### src/hw/rtl/ggb_pkg.sv
// shared constants and types for the glyph gradient blend core
// no dependencies; used by the core and its checker
`timescale 1ns / 1ps

package ggb_pkg;

   // field widths
   localparam int CHAN_W   = 8;
   localparam int NUM_CH   = 4;
   localparam int NUM_RGB  = 3;
   localparam int PIX_W    = CHAN_W * NUM_CH;
   localparam int COV_W    = 8;
   localparam int ROW_W    = 8;
   localparam int ROWS_W   = 9;
   localparam int ALPHA_LSB = CHAN_W * NUM_RGB;

   // tallest glyph handled, taller glyphs are clamped
   localparam int MAX_GLYPH_ROWS = 256;
   localparam int ROWS_MAX_CODE  = (1 << ROWS_W) - 1;
   localparam int ROWS_CAP_INT   = (MAX_GLYPH_ROWS > ROWS_MAX_CODE) ?
                                   ROWS_MAX_CODE : MAX_GLYPH_ROWS;
   localparam logic [ROWS_W-1:0] ROWS_CAP = ROWS_W'(ROWS_CAP_INT);

   // gradient fraction 0..256
   localparam int GRAD_W = CHAN_W + 1;
   // interpolation and blend products
   localparam int PROD_W = (CHAN_W + 1) + (GRAD_W + 1);
   // alpha times coverage product
   localparam int MUL_W  = 2 * (CHAN_W + 1);

   // coverage above this replaces rgb outright
   localparam logic [COV_W-1:0] COV_FULL_LIMIT = COV_W'(254);
   localparam logic [COV_W-1:0] COV_NONE       = '0;

   // configuration registers
   localparam int CSR_IDX_W  = 1;
   localparam int CSR_DATA_W = PIX_W;
   localparam logic [CSR_IDX_W-1:0] REG_COLOR_TOP    = CSR_IDX_W'(0);
   localparam logic [CSR_IDX_W-1:0] REG_COLOR_BOTTOM = CSR_IDX_W'(1);
   localparam logic [PIX_W-1:0]     COLOR_RESET      = 32'hFFFF_FFFF;

   // pipeline depth in stages
   localparam int NUM_STAGES = 7;

   // transaction fields carried down the pipe
   typedef struct packed {
      logic [PIX_W-1:0] dst;
      logic [COV_W-1:0] cov;
   } item_type;

endpackage

### src/hw/rtl/glyph_gradient_blend_core.sv
// glyph gradient blend core: seven stage pixel pipeline
// depends on ggb_pkg
`timescale 1ns / 1ps
//
// usage
//   req_* carries one glyph pixel per transaction: destination pixel,
//   coverage, row within the glyph and glyph height. rsp_* returns the
//   blended destination pixel, one per request, in request order.
//   a transaction moves on a rising edge with valid high and stall low.
//   csr_* writes the top and bottom gradient colors; write only while
//   the pipe is empty.
// throughput and stages
//   one pixel per cycle unless the response stalls. the stages from
//   request to response: three stages of the row/height divider (three
//   quotient bits each), then color interpolation, alpha weight and
//   blend multiply, and the output register.
// reset
//   synchronous reset empties the pipe and sets both colors to white.
// stalls
//   a stalled response holds; stages behind it keep filling bubbles, so
//   requests are taken until every stage is full.

module glyph_gradient_blend_core
   import ggb_pkg::*;
(
   input  logic                 clock,
   input  logic                 reset,
   // request channel
   input  logic                 req_valid,
   output logic                 req_stall,
   input  logic [PIX_W-1:0]     req_dest_pixel,
   input  logic [COV_W-1:0]     req_coverage,
   input  logic [ROW_W-1:0]     req_row_index,
   input  logic [ROWS_W-1:0]    req_glyph_rows,
   // response channel
   output logic                 rsp_valid,
   input  logic                 rsp_stall,
   output logic [PIX_W-1:0]     rsp_blended_pixel,
   // register writes
   input  logic                 csr_write,
   input  logic [CSR_IDX_W-1:0] csr_index,
   input  logic [CSR_DATA_W-1:0] csr_wdata
);

   // one restoring division step: {quotient bit, remainder}
   function automatic logic [ROWS_W:0] div_step(input logic [ROWS_W-1:0] rem,
                                                input logic [ROWS_W-1:0] dv);
      logic [ROWS_W:0] sh;
      begin
         sh = {rem, 1'b0};
         if (sh >= {1'b0, dv}) begin
            div_step = {1'b1, ROWS_W'(sh - {1'b0, dv})};
         end else begin
            div_step = {1'b0, sh[ROWS_W-1:0]};
         end
      end
   endfunction

   // configuration registers
   logic [PIX_W-1:0] color_top_ff;
   logic [PIX_W-1:0] color_bot_ff;

   always_ff @(posedge clock) begin
      if (reset) begin
         color_top_ff <= COLOR_RESET;
         color_bot_ff <= COLOR_RESET;
      end else if (csr_write) begin
         case (csr_index)
            REG_COLOR_TOP:    color_top_ff <= csr_wdata;
            REG_COLOR_BOTTOM: color_bot_ff <= csr_wdata;
            default: ;
         endcase
      end
   end

   // pipeline flow control: a stage loads when empty or when it drains
   logic [NUM_STAGES:1]   valid_ff;
   logic [NUM_STAGES:1]   valid_in;
   logic [NUM_STAGES+1:1] stage_ready;

   always_comb begin
      stage_ready[NUM_STAGES+1] = !rsp_stall;
      for (int k = NUM_STAGES; k >= 1; k--) begin
         stage_ready[k] = !valid_ff[k] || stage_ready[k+1];
      end
   end

   always_comb begin
      valid_in[1] = stage_ready[1] ? req_valid : valid_ff[1];
      for (int k = 2; k <= NUM_STAGES; k++) begin
         if (stage_ready[k]) begin
            valid_in[k] = valid_ff[k-1];
         end else begin
            valid_in[k] = valid_ff[k];
         end
      end
   end

   always_ff @(posedge clock) begin
      if (reset) begin
         valid_ff <= '0;
      end else begin
         valid_ff <= valid_in;
      end
   end

   assign req_stall = !stage_ready[1];
   assign rsp_valid = valid_ff[NUM_STAGES];

   // transaction fields travel with the valid bits
   item_type it_ff [1:NUM_STAGES-1];

   always_ff @(posedge clock) begin
      if (stage_ready[1]) begin
         it_ff[1] <= '{dst: req_dest_pixel, cov: req_coverage};
      end
      for (int k = 2; k < NUM_STAGES; k++) begin
         if (stage_ready[k]) begin
            it_ff[k] <= it_ff[k-1];
         end
      end
   end

   // stage 1: clamp height and row, top quotient bits
   logic [ROWS_W-1:0] rows_sat;
   logic [ROWS_W-1:0] div_w;
   logic [ROWS_W-1:0] row_c;
   logic [ROWS_W-1:0] rem1_in;
   logic [GRAD_W-1:0] q1_in;
   logic              zero1_in;
   logic [ROWS_W:0]   st1;
   logic [ROWS_W-1:0] rem1_ff;
   logic [ROWS_W-1:0] div1_ff;
   logic [GRAD_W-1:0] q1_ff;
   logic              zero1_ff;

   always_comb begin
      rows_sat = (req_glyph_rows > ROWS_CAP) ? ROWS_CAP : req_glyph_rows;
      zero1_in = (rows_sat < ROWS_W'(2));
      div_w    = rows_sat - ROWS_W'(1);
      row_c    = ({1'b0, req_row_index} > div_w) ? div_w : {1'b0, req_row_index};
      q1_in    = '0;
      // row never passes the divisor, so the integer part is 0 or 1
      q1_in[GRAD_W-1] = (row_c == div_w) && !zero1_in;
      rem1_in  = q1_in[GRAD_W-1] ? '0 : row_c;
      st1      = '0;
      for (int i = 0; i < 2; i++) begin
         st1 = div_step(rem1_in, div_w);
         q1_in[GRAD_W-2-i] = st1[ROWS_W];
         rem1_in = st1[ROWS_W-1:0];
      end
   end

   always_ff @(posedge clock) begin
      if (stage_ready[1]) begin
         rem1_ff  <= rem1_in;
         div1_ff  <= div_w;
         q1_ff    <= q1_in;
         zero1_ff <= zero1_in;
      end
   end

   // stage 2: middle quotient bits
   logic [ROWS_W-1:0] rem2_in;
   logic [GRAD_W-1:0] q2_in;
   logic [ROWS_W:0]   st2;
   logic [ROWS_W-1:0] rem2_ff;
   logic [ROWS_W-1:0] div2_ff;
   logic [GRAD_W-1:0] q2_ff;
   logic              zero2_ff;

   always_comb begin
      rem2_in = rem1_ff;
      q2_in   = q1_ff;
      st2     = '0;
      for (int i = 0; i < 3; i++) begin
         st2 = div_step(rem2_in, div1_ff);
         q2_in[GRAD_W-4-i] = st2[ROWS_W];
         rem2_in = st2[ROWS_W-1:0];
      end
   end

   always_ff @(posedge clock) begin
      if (stage_ready[2]) begin
         rem2_ff  <= rem2_in;
         div2_ff  <= div1_ff;
         q2_ff    <= q2_in;
         zero2_ff <= zero1_ff;
      end
   end

   // stage 3: low quotient bits, gradient fraction
   logic [ROWS_W-1:0] rem3_in;
   logic [GRAD_W-1:0] q3_in;
   logic [ROWS_W:0]   st3;
   logic [GRAD_W-1:0] grad_ff;

   always_comb begin
      rem3_in = rem2_ff;
      q3_in   = q2_ff;
      st3     = '0;
      for (int i = 0; i < 3; i++) begin
         st3 = div_step(rem3_in, div2_ff);
         q3_in[GRAD_W-7-i] = st3[ROWS_W];
         rem3_in = st3[ROWS_W-1:0];
      end
   end

   always_ff @(posedge clock) begin
      if (stage_ready[3]) begin
         grad_ff <= zero2_ff ? '0 : q3_in;
      end
   end

   // stage 4: per channel (bottom - top) * fraction
   logic signed [CHAN_W:0]   ch_diff [NUM_CH];
   logic signed [PROD_W-1:0] ip_in   [NUM_CH];
   logic signed [PROD_W-1:0] ip_ff   [NUM_CH];
   logic [CHAN_W-1:0]        top_ff  [NUM_CH];

   always_comb begin
      for (int k = 0; k < NUM_CH; k++) begin
         ch_diff[k] = $signed({1'b0, color_bot_ff[k*CHAN_W +: CHAN_W]})
                    - $signed({1'b0, color_top_ff[k*CHAN_W +: CHAN_W]});
         ip_in[k]   = ch_diff[k] * $signed({1'b0, grad_ff});
      end
   end

   always_ff @(posedge clock) begin
      if (stage_ready[4]) begin
         for (int k = 0; k < NUM_CH; k++) begin
            ip_ff[k]  <= ip_in[k];
            top_ff[k] <= color_top_ff[k*CHAN_W +: CHAN_W];
         end
      end
   end

   // stage 5: gradient color, alpha times coverage weight
   logic signed [PROD_W-1:0] src_sum [NUM_CH];
   logic [CHAN_W-1:0]        src_w   [NUM_CH];
   logic [CHAN_W:0]          alpha_x;
   logic [CHAN_W:0]          cov_x;
   logic [CHAN_W-1:0]        cov5;
   logic [MUL_W-1:0]         mulw_ff;
   logic [CHAN_W-1:0]        src5_ff [NUM_RGB];

   always_comb begin
      for (int k = 0; k < NUM_CH; k++) begin
         src_sum[k] = $signed({{(PROD_W-CHAN_W){1'b0}}, top_ff[k]}) + (ip_ff[k] >>> CHAN_W);
         src_w[k]   = src_sum[k][CHAN_W-1:0];
      end
      // widen 0..255 to 0..256
      alpha_x = {1'b0, src_w[NUM_RGB]} + (CHAN_W+1)'(src_w[NUM_RGB][CHAN_W-1]);
      cov5    = it_ff[4].cov;
      cov_x   = {1'b0, cov5} + (CHAN_W+1)'(cov5[COV_W-1]);
   end

   always_ff @(posedge clock) begin
      if (stage_ready[5]) begin
         mulw_ff <= alpha_x * cov_x;
         for (int k = 0; k < NUM_RGB; k++) begin
            src5_ff[k] <= src_w[k];
         end
      end
   end

   // stage 6: per channel (source - dest) * weight
   logic [CHAN_W:0]          weight;
   logic signed [CHAN_W:0]   bl_diff [NUM_RGB];
   logic signed [PROD_W-1:0] bp_in   [NUM_RGB];
   logic signed [PROD_W-1:0] bp_ff   [NUM_RGB];
   logic [CHAN_W-1:0]        src6_ff [NUM_RGB];

   always_comb begin
      weight = mulw_ff[2*CHAN_W:CHAN_W];
      for (int k = 0; k < NUM_RGB; k++) begin
         bl_diff[k] = $signed({1'b0, src5_ff[k]})
                    - $signed({1'b0, it_ff[5].dst[k*CHAN_W +: CHAN_W]});
         bp_in[k]   = bl_diff[k] * $signed({1'b0, weight});
      end
   end

   always_ff @(posedge clock) begin
      if (stage_ready[6]) begin
         for (int k = 0; k < NUM_RGB; k++) begin
            bp_ff[k]   <= bp_in[k];
            src6_ff[k] <= src5_ff[k];
         end
      end
   end

   // stage 7: finish blend, pick by coverage, output register
   logic signed [PROD_W-1:0] bl_sum [NUM_RGB];
   logic [PIX_W-1:0]         pix_in;
   logic [PIX_W-1:0]         pix_ff;
   item_type                 it7;

   always_comb begin
      it7    = it_ff[6];
      pix_in = it7.dst;
      for (int k = 0; k < NUM_RGB; k++) begin
         bl_sum[k] = $signed({{(PROD_W-CHAN_W){1'b0}}, it7.dst[k*CHAN_W +: CHAN_W]})
                   + (bp_ff[k] >>> CHAN_W);
         if (it7.cov == COV_NONE) begin
            pix_in[k*CHAN_W +: CHAN_W] = it7.dst[k*CHAN_W +: CHAN_W];
         end else if (it7.cov > COV_FULL_LIMIT) begin
            pix_in[k*CHAN_W +: CHAN_W] = src6_ff[k];
         end else begin
            pix_in[k*CHAN_W +: CHAN_W] = bl_sum[k][CHAN_W-1:0];
         end
      end
   end

   always_ff @(posedge clock) begin
      if (stage_ready[NUM_STAGES]) begin
         pix_ff <= pix_in;
      end
   end

   assign rsp_blended_pixel = pix_ff;

endmodule

### config.mk
export PLATFORM = sky130hd
export DESIGN_NAME = glyph_gradient_blend_core
export DESIGN_NICKNAME = d
export VERILOG_FILES = /design/src/hw/rtl/ggb_pkg.sv /design/src/hw/rtl/glyph_gradient_blend_core.sv
export SDC_FILE = /design/constraint.sdc
export NUM_CORES = 2
export LEC_CHECK = 0
export BUFFER_PORTS_ARGS = -buffer_cell sky130_fd_sc_hd__buf_2
export CAP_MARGIN = 20
export CORE_ASPECT_RATIO = 1.1
export CORE_MARGIN = 8
export CORE_UTILIZATION = 50
export DETAILED_ROUTE_END_ITERATION = 16
export PLACE_DENSITY = 0.73
export SYNTH_ARGS = -nofsm -noshare
export SYNTH_HDL_FRONTEND = slang
export SYNTH_SLANG_ARGS = --single-unit
### constraint.sdc
create_clock -name clock -period 10 [get_ports clock]
set_input_delay 2 -clock clock [delete_from_list [all_inputs] [get_ports clock]]
set_output_delay 2 -clock clock [all_outputs]
set_load 0.05 [all_outputs]
* After elaboration in Yosys (flattened, before gate mapping) *
Memory sizes are Yosys's and may differ from the RTL's.
Index checks and enable logic that the tools add are counted.

cells by class
  $lt $le $gt $ge = 12
  eq/ne operators = 1
  muxes and demuxes = 29
  multiply operators = 8
  bitwise logic cells = 1
  reductions and logical operators = 21
  add/sub/neg operators = 25

operators with widths
  cell                                                                          count
  9-bit by 10-bit multiplier with 19-bit output                                 7
  10-bit by 9-bit greater-or-equal comparator with 1-bit output                 8
  10-bit two-way mux                                                            8
  9-bit subtractor                                                              8
  8-bit by 8-bit subtractor with 9-bit output                                   7
  8-bit adder                                                                   7
  8-bit two-way mux                                                             6
  9-bit two-way mux                                                             3
  8-bit by 1-bit adder with 9-bit output                                        2
  9-bit by 9-bit multiplier with 17-bit output                                  1
  1-bit two-way mux                                                             12
  1-bit zero test                                                               10
  9-bit == test                                                                 1
  8-bit by 9-bit > comparator with 1-bit output                                 1
  9-bit > comparator, second input constant                                     1
  9-bit by 2-bit less-than comparator with 1-bit output, second input constant  1
  9-bit by 1-bit subtractor with 9-bit output, second input constant            1
  8-bit > comparator, second input constant                                     1
  8-bit zero test                                                               1
  1-bit logical OR                                                              7
  2-bit AND reduction                                                           2
  1-bit logical AND                                                             1
  1-bit NOT                                                                     1

word-level totals
  memories = 6
  word-level logic and storage cells = 125
  input bits = 95
  output and inout port bits = 34
  bits in writable memories = 453
  register bits after elaboration = 176

memory list
  name     depth  bits a word  rd ports  clocked after Yosys merged registers in  write ports  line                              source
  it_ff    6      40           6         0                                        6            glyph_gradient_blend_core.sv:111  item_type it_ff [1:NUM_STAGES-1];
  ip_ff    4      19           4         0                                        4            glyph_gradient_blend_core.sv:218  logic signed [PROD_W-1:0] ip_ff [NUM_CH];
  bp_ff    3      19           3         0                                        3            glyph_gradient_blend_core.sv:271  logic signed [PROD_W-1:0] bp_ff [NUM_RGB];
  top_ff   4      8            4         0                                        4            glyph_gradient_blend_core.sv:219  logic [CHAN_W-1:0] top_ff [NUM_CH];
  src5_ff  3      8            3         0                                        3            glyph_gradient_blend_core.sv:245  logic [CHAN_W-1:0] src5_ff [NUM_RGB];
  src6_ff  3      8            3         0                                        3            glyph_gradient_blend_core.sv:272  logic [CHAN_W-1:0] src6_ff [NUM_RGB];

* Longest topological paths before layout *
  depth in word-level cells = 12
  gate-level depth with buffers = 39
  gate-level depth less buffers = 36

* Worst setup path after synthesis *
Ideal clock, no wire load.

  path kind = input-to-reg
  from = in req_glyph_rows[8]
  to = reg rem1_ff[2], data pin
  data arrival time = 8.903 ns
  cell stages on the path = 38
  path slack = 0.836 ns
  buffers on the path = 4
  data required time = 9.740 ns
  setup time = 0.260 ns
  cell sequence = buf_1 nor2b_1 inv_1 ha_1 clkbuf_1 nor2b_1 a31oi_1 o21a_1 inv_1 ha_1 nand3_1 o21bai_1 a31oi_1 maj3_2 o221ai_4 buf_2 nor2_1 a211oi_1 [... 2 more ...] o21bai_1 a21oi_1 nand3_1 a41oi_2 nor2_4 o22ai_4 mux2_4 ha_1 o21a_1 o21ai_0 a21boi_0 o21ai_0 nand2b_1 a21oi_1 o21a_1 o311a_1 buf_6 mux2_4

between the ends
  cells in the longest elaborated chain, start to end = 12
  elaborated cells on any way between the ends = 16
  those cells by class = 3 x add/sub; 5 x order compare; 1 x eq/ne; 5 x mux; 2 x reduce/logical

RTL lines
  item                                                                                                      line                                                              source
  from (decl)                                                                                               glyph_gradient_blend_core.sv:34                                   input logic [ROWS_W-1:0] req_glyph_rows,
  9-bit > comparator (*)                                                                                    glyph_gradient_blend_core.sv:138                                  rows_sat = (req_glyph_rows > ROWS_CAP) ? ROWS_CAP : req_glyph_rows;
  9-bit two-way mux (*)                                                                                     glyph_gradient_blend_core.sv:138
  9-bit by 1-bit subtractor with 9-bit output (*)                                                           glyph_gradient_blend_core.sv:140                                  div_w = rows_sat - ROWS_W'(1);
  via div_w[4]                                                                                              glyph_gradient_blend_core.sv:126                                  logic [ROWS_W-1:0] div_w;
  8-bit by 9-bit > comparator with 1-bit output                                                             glyph_gradient_blend_core.sv:141                                  row_c = ({1'b0, req_row_index} > div_w) ? div_w : {1'b0, req_row_index};
  9-bit two-way mux                                                                                         glyph_gradient_blend_core.sv:141
  9-bit == test                                                                                             glyph_gradient_blend_core.sv:144                                  q1_in[GRAD_W-1] = (row_c == div_w) && !zero1_in;
  1-bit logical AND                                                                                         glyph_gradient_blend_core.sv:144
  9-bit two-way mux                                                                                         glyph_gradient_blend_core.sv:145                                  rem1_in = q1_in[GRAD_W-1] ? '0 : row_c;
  9-bit subtractor / 10-bit by 9-bit greater-or-equal comparator with 1-bit output (equally long branches)  glyph_gradient_blend_core.sv:52, glyph_gradient_blend_core.sv:51
  10-bit two-way mux                                                                                        glyph_gradient_blend_core.sv:51                                   if (sh >= {1'b0, dv}) begin
  9-bit subtractor / 10-bit by 9-bit greater-or-equal comparator with 1-bit output (equally long branches)  glyph_gradient_blend_core.sv:52, glyph_gradient_blend_core.sv:51
  10-bit two-way mux (*)                                                                                    glyph_gradient_blend_core.sv:51
  via st1[2]                                                                                                glyph_gradient_blend_core.sv:131                                  logic [ROWS_W:0] st1;
  to (signal assigned)                                                                                      glyph_gradient_blend_core.sv:156                                  rem1_ff <= rem1_in;
  to (decl)                                                                                                 glyph_gradient_blend_core.sv:132                                  logic [ROWS_W-1:0] rem1_ff;

Mark *: on every way through the listed nets, which the timed path passes. The rest lies on a longest branch.
A chain may end at the register's enable or synchronous reset.

* Worst setup path in the final report *
Ends and elaborated chain as after synthesis.

==> results_dict.tcl <==
set metrics [dict create \
    status "completed" \
    grt_usage_pct 18.9 \
    clockBufferDepth 3 \
    drt-pass1-iter-count 5 \
    finalCritPeriodShare_pct 88.2 \
    clock_latency_ns 0.65 \
    layout.area.seq_sq_um 15600 \
    post-dp-hpwl_um 68800 \
    die_w_um 298 \
    relSlewSlack_pct 29.6 \
    slowest_delay_ns 0.34 \
    cts_tree "built" \
    synth_common_cells "inv_1 (681), edfxtp_1 (473), ha_1 (461)" \
    synth_compound_area_share_pct 7.97 \
    synth-simple-area-share_pct 11.9 \
    critPathLaunch "req_glyph_rows[8]" \
    io_buffers 128 \
    gr-total-overflow 0 \
    hp-class "reg -> reg" \
    hold_violations 0 \
    yosysTopAreaCellShare_pct 32.5 \
    numCtsBuffers 57 \
    first_iter_violations 1514 \
    postCtsResizedCells 0 \
    r2r_cells 25 \
    final-setup-viol-count 0 \
    end_kind "register" \
    async_flop_share_pct 0 \
    finalSetupTns_ns 0 \
    antenna_found_initial 8 \
    reg2reg_to "rem2_ff[8]" \
    initial_core_util_pct 50.5 \
    cp-start-kind "input pin" \
    yosys.cell_types.count 75 \
    yosys-top-cells-area "edfxtp_1 (33%), fa_1 (19%), ha_1 (13%), inv_1 (5.8%), dfxtp_1 (3.3%)" \
    maxCapViolations 0 \
    whs_endpoint "it_ff[0][174]" \
    die_h_um 326 \
    first_global_vias 29400 \
    synth.most_common_cell "inv_1" \
    cp.required_ns 10.37 \
    hold-path-cell-count 0 \
    synthXorXnorAreaFrac_pct 4.67 \
    ys_ff_latch 544 \
    final_nets 5150 \
    critPathKind "in -> reg" \
    cts.sink_count 544 \
    vias 28300 \
    critPathArrivalTime_ns 9.20 \
    slew_violations 0 \
    htreeDepth 2 \
    synth_flop_cell "edfxtp_1" \
    fin_crit_ns 8.82 \
    n_fill_cell 7343 \
    ys_seq_area_share_pct 35.8 \
    area_growth_pct 9.38 \
    routabilityCongestion 0.869 \
    hold_path_startpoint "it_ff[0][134]" \
    final_antenna_net_count 0 \
    core_region_area_sq_um 86500 \
    syn_inst 4055 \
    dieArea_sq_um 97100 \
    slowest_stage "mux2_4" \
    finClkSkew_ns 0.0478 \
    grt_max_degree 72 \
    grt_pass1_wl_um 151000 \
    yosysWarnings 0 \
    via_per_inst 5.25 \
    postCtsSetupRepairBufs 0 \
    synth_top_family_by_area "adder cells" \
    yosys.area_share.adder_pct 31.9 \
    clk_pin_slew_worst_paths_ns 0.06 \
    drive_above_1_share_pct 7.56 \
    synth.avg_cell_area_sq_um 10.8 \
    multi_input_area_sq_um 25100 \
    tightestPinTransition_ns 1.06 \
    syn_nets 5018 \
    synth_area_sq_um 43700 \
    postCtsHoldBufs 0 \
    cts_root_buf "clkbuf_16" \
    rows 113 \
    r2r-start "div1_ff[0]" \
    rsz0062_at_grt "no" \
    routed_wl_um 91200 \
    pin_count 129 \
    crit_fanout 13 \
    wl_per_cell_um 16.9 \
    synthMuxAreaShare_pct 0.956 \
    synth_top_cell_by_area "edfxtp_1" \
    post-route-drc-count 0 \
    rrSetupSlack_ns 2.23 \
    synth_edf_count 473 \
    max_freq_ghz 0.113 \
]
==> sequential cells by signal, indices dropped and copies added, names as in the netlist, 24 cells and up <==
| register | flops |
|---|---|
| it_ff | 240 |
| color_bot_ff | 32 |
| color_top_ff | 32 |
| ip_ff | 32 |
| rsp_blended_pixel | 32 |
| top_ff | 32 |
| bp_ff | 24 |
| src5_ff | 24 |
| src6_ff | 24 |
==> how the worst max path moves through the flow <==
stage                 endpoint  slack [ns]  cells past startpoint
CTS                 rem1_ff[4]        1.18                     38
detailed placement  rem1_ff[4]        0.52                     38
finish              rem1_ff[2]        1.18                     38
global route        rem1_ff[3]        0.52                     38
global placement    rem1_ff[2]        0.56                     38
floorplan           rem1_ff[2]        0.84                     38
==> logic make-up after synthesis <==
| kind of cell | count (synthesis) |
|---|---|
| and+or+nand+nor | 1054 |
| adders and majority gates | 869 |
| xor gates and xnor gates | 233 |
| muxes | 34 |
| buffers and inverters | 793 |
| DFF | 544 |
| AOI/OAI and AO/OA | 528 |
==> metal layers <==
layer / global-route usage [%] / up-vias / routed length, um
met4: 4.89 / 2 / 2300
met1: 24.6 / 14000 / 39800
met5: 0 / - / 13
met3: 1.98 / 139 / 3720
met2: 33.7 / 556 / 45400
li1: - / 13600 / -
==> per-stage QoR <==
stage	hold slack, ns	area [sq um]	cells	setup slack [ns]	utilization [%]
floorplan	0.400	43700	4055	0.836	-
global placement	0.400	45800	5275	0.558	52.9
detailed placement	0.405	45800	5275	0.523	52.9
CTS	0.387	47700	5382	1.18	55.2
global route	0.390	47800	5386	0.524	55.2
finish	0.387	47800	5386	1.18	55.2
==> cell type report <==
class                   instances  area share [%]
clock buffers                  68            3.07
multi-input cells            2718            52.6
well taps                    1150            3.01
clock inverters                39           0.995
repair buffers                181            2.27
flip-flops and latches        544            32.7
inverters                     685            5.39
diodes                          1         0.00524
==> critical path: cells and delay by family <==
| kind | cells | cell delay (ns) |
|---|---|---|
| AO/OA/AOI/OAI | 17 | 3.09 |
| adder cells (fa/ha/maj) | 5 | 1.50 |
| buffers and inverters | 7 | 1.06 |
| multiplexers | 2 | 0.63 |
| AND/OR/NAND/NOR | 7 | 0.89 |
==> cells in the final DEF (no fill, tap or decap), types with 8 or more instances in the layout <==
master,Yosys,routed
o21a_1,14,14
and3_1,40,40
nand3_1,14,13
ha_1,461,461
mux2_4,12,12
mux2_2,14,14
clkbuf_16,0,57
clkbuf_1,101,11
and2_1,190,190
nand2_1,375,371
a31oi_1,10,10
edfxtp_1,473,473
a21oi_1,168,168
nand4_1,13,13
a21o_1,69,69
nor3b_1,9,9
nand2b_1,108,108
a211o_1,66,66
o21bai_1,37,37
buf_2,1,128
fa_1,407,407
a21boi_0,22,22
xor2_1,79,79
buf_4,0,50
nor3_1,22,22
nor2b_1,51,50
mux2i_1,8,8
o21ai_0,78,78
inv_1,681,679
nor2_1,195,194
clkinv_2,0,9
o31ai_1,8,8
dfxtp_1,71,71
o21ai_1,10,10
xnor2_1,154,154
Power is not shown: default switching activity piles up to over one toggle a cycle in this logic, so the estimate is an artifact.
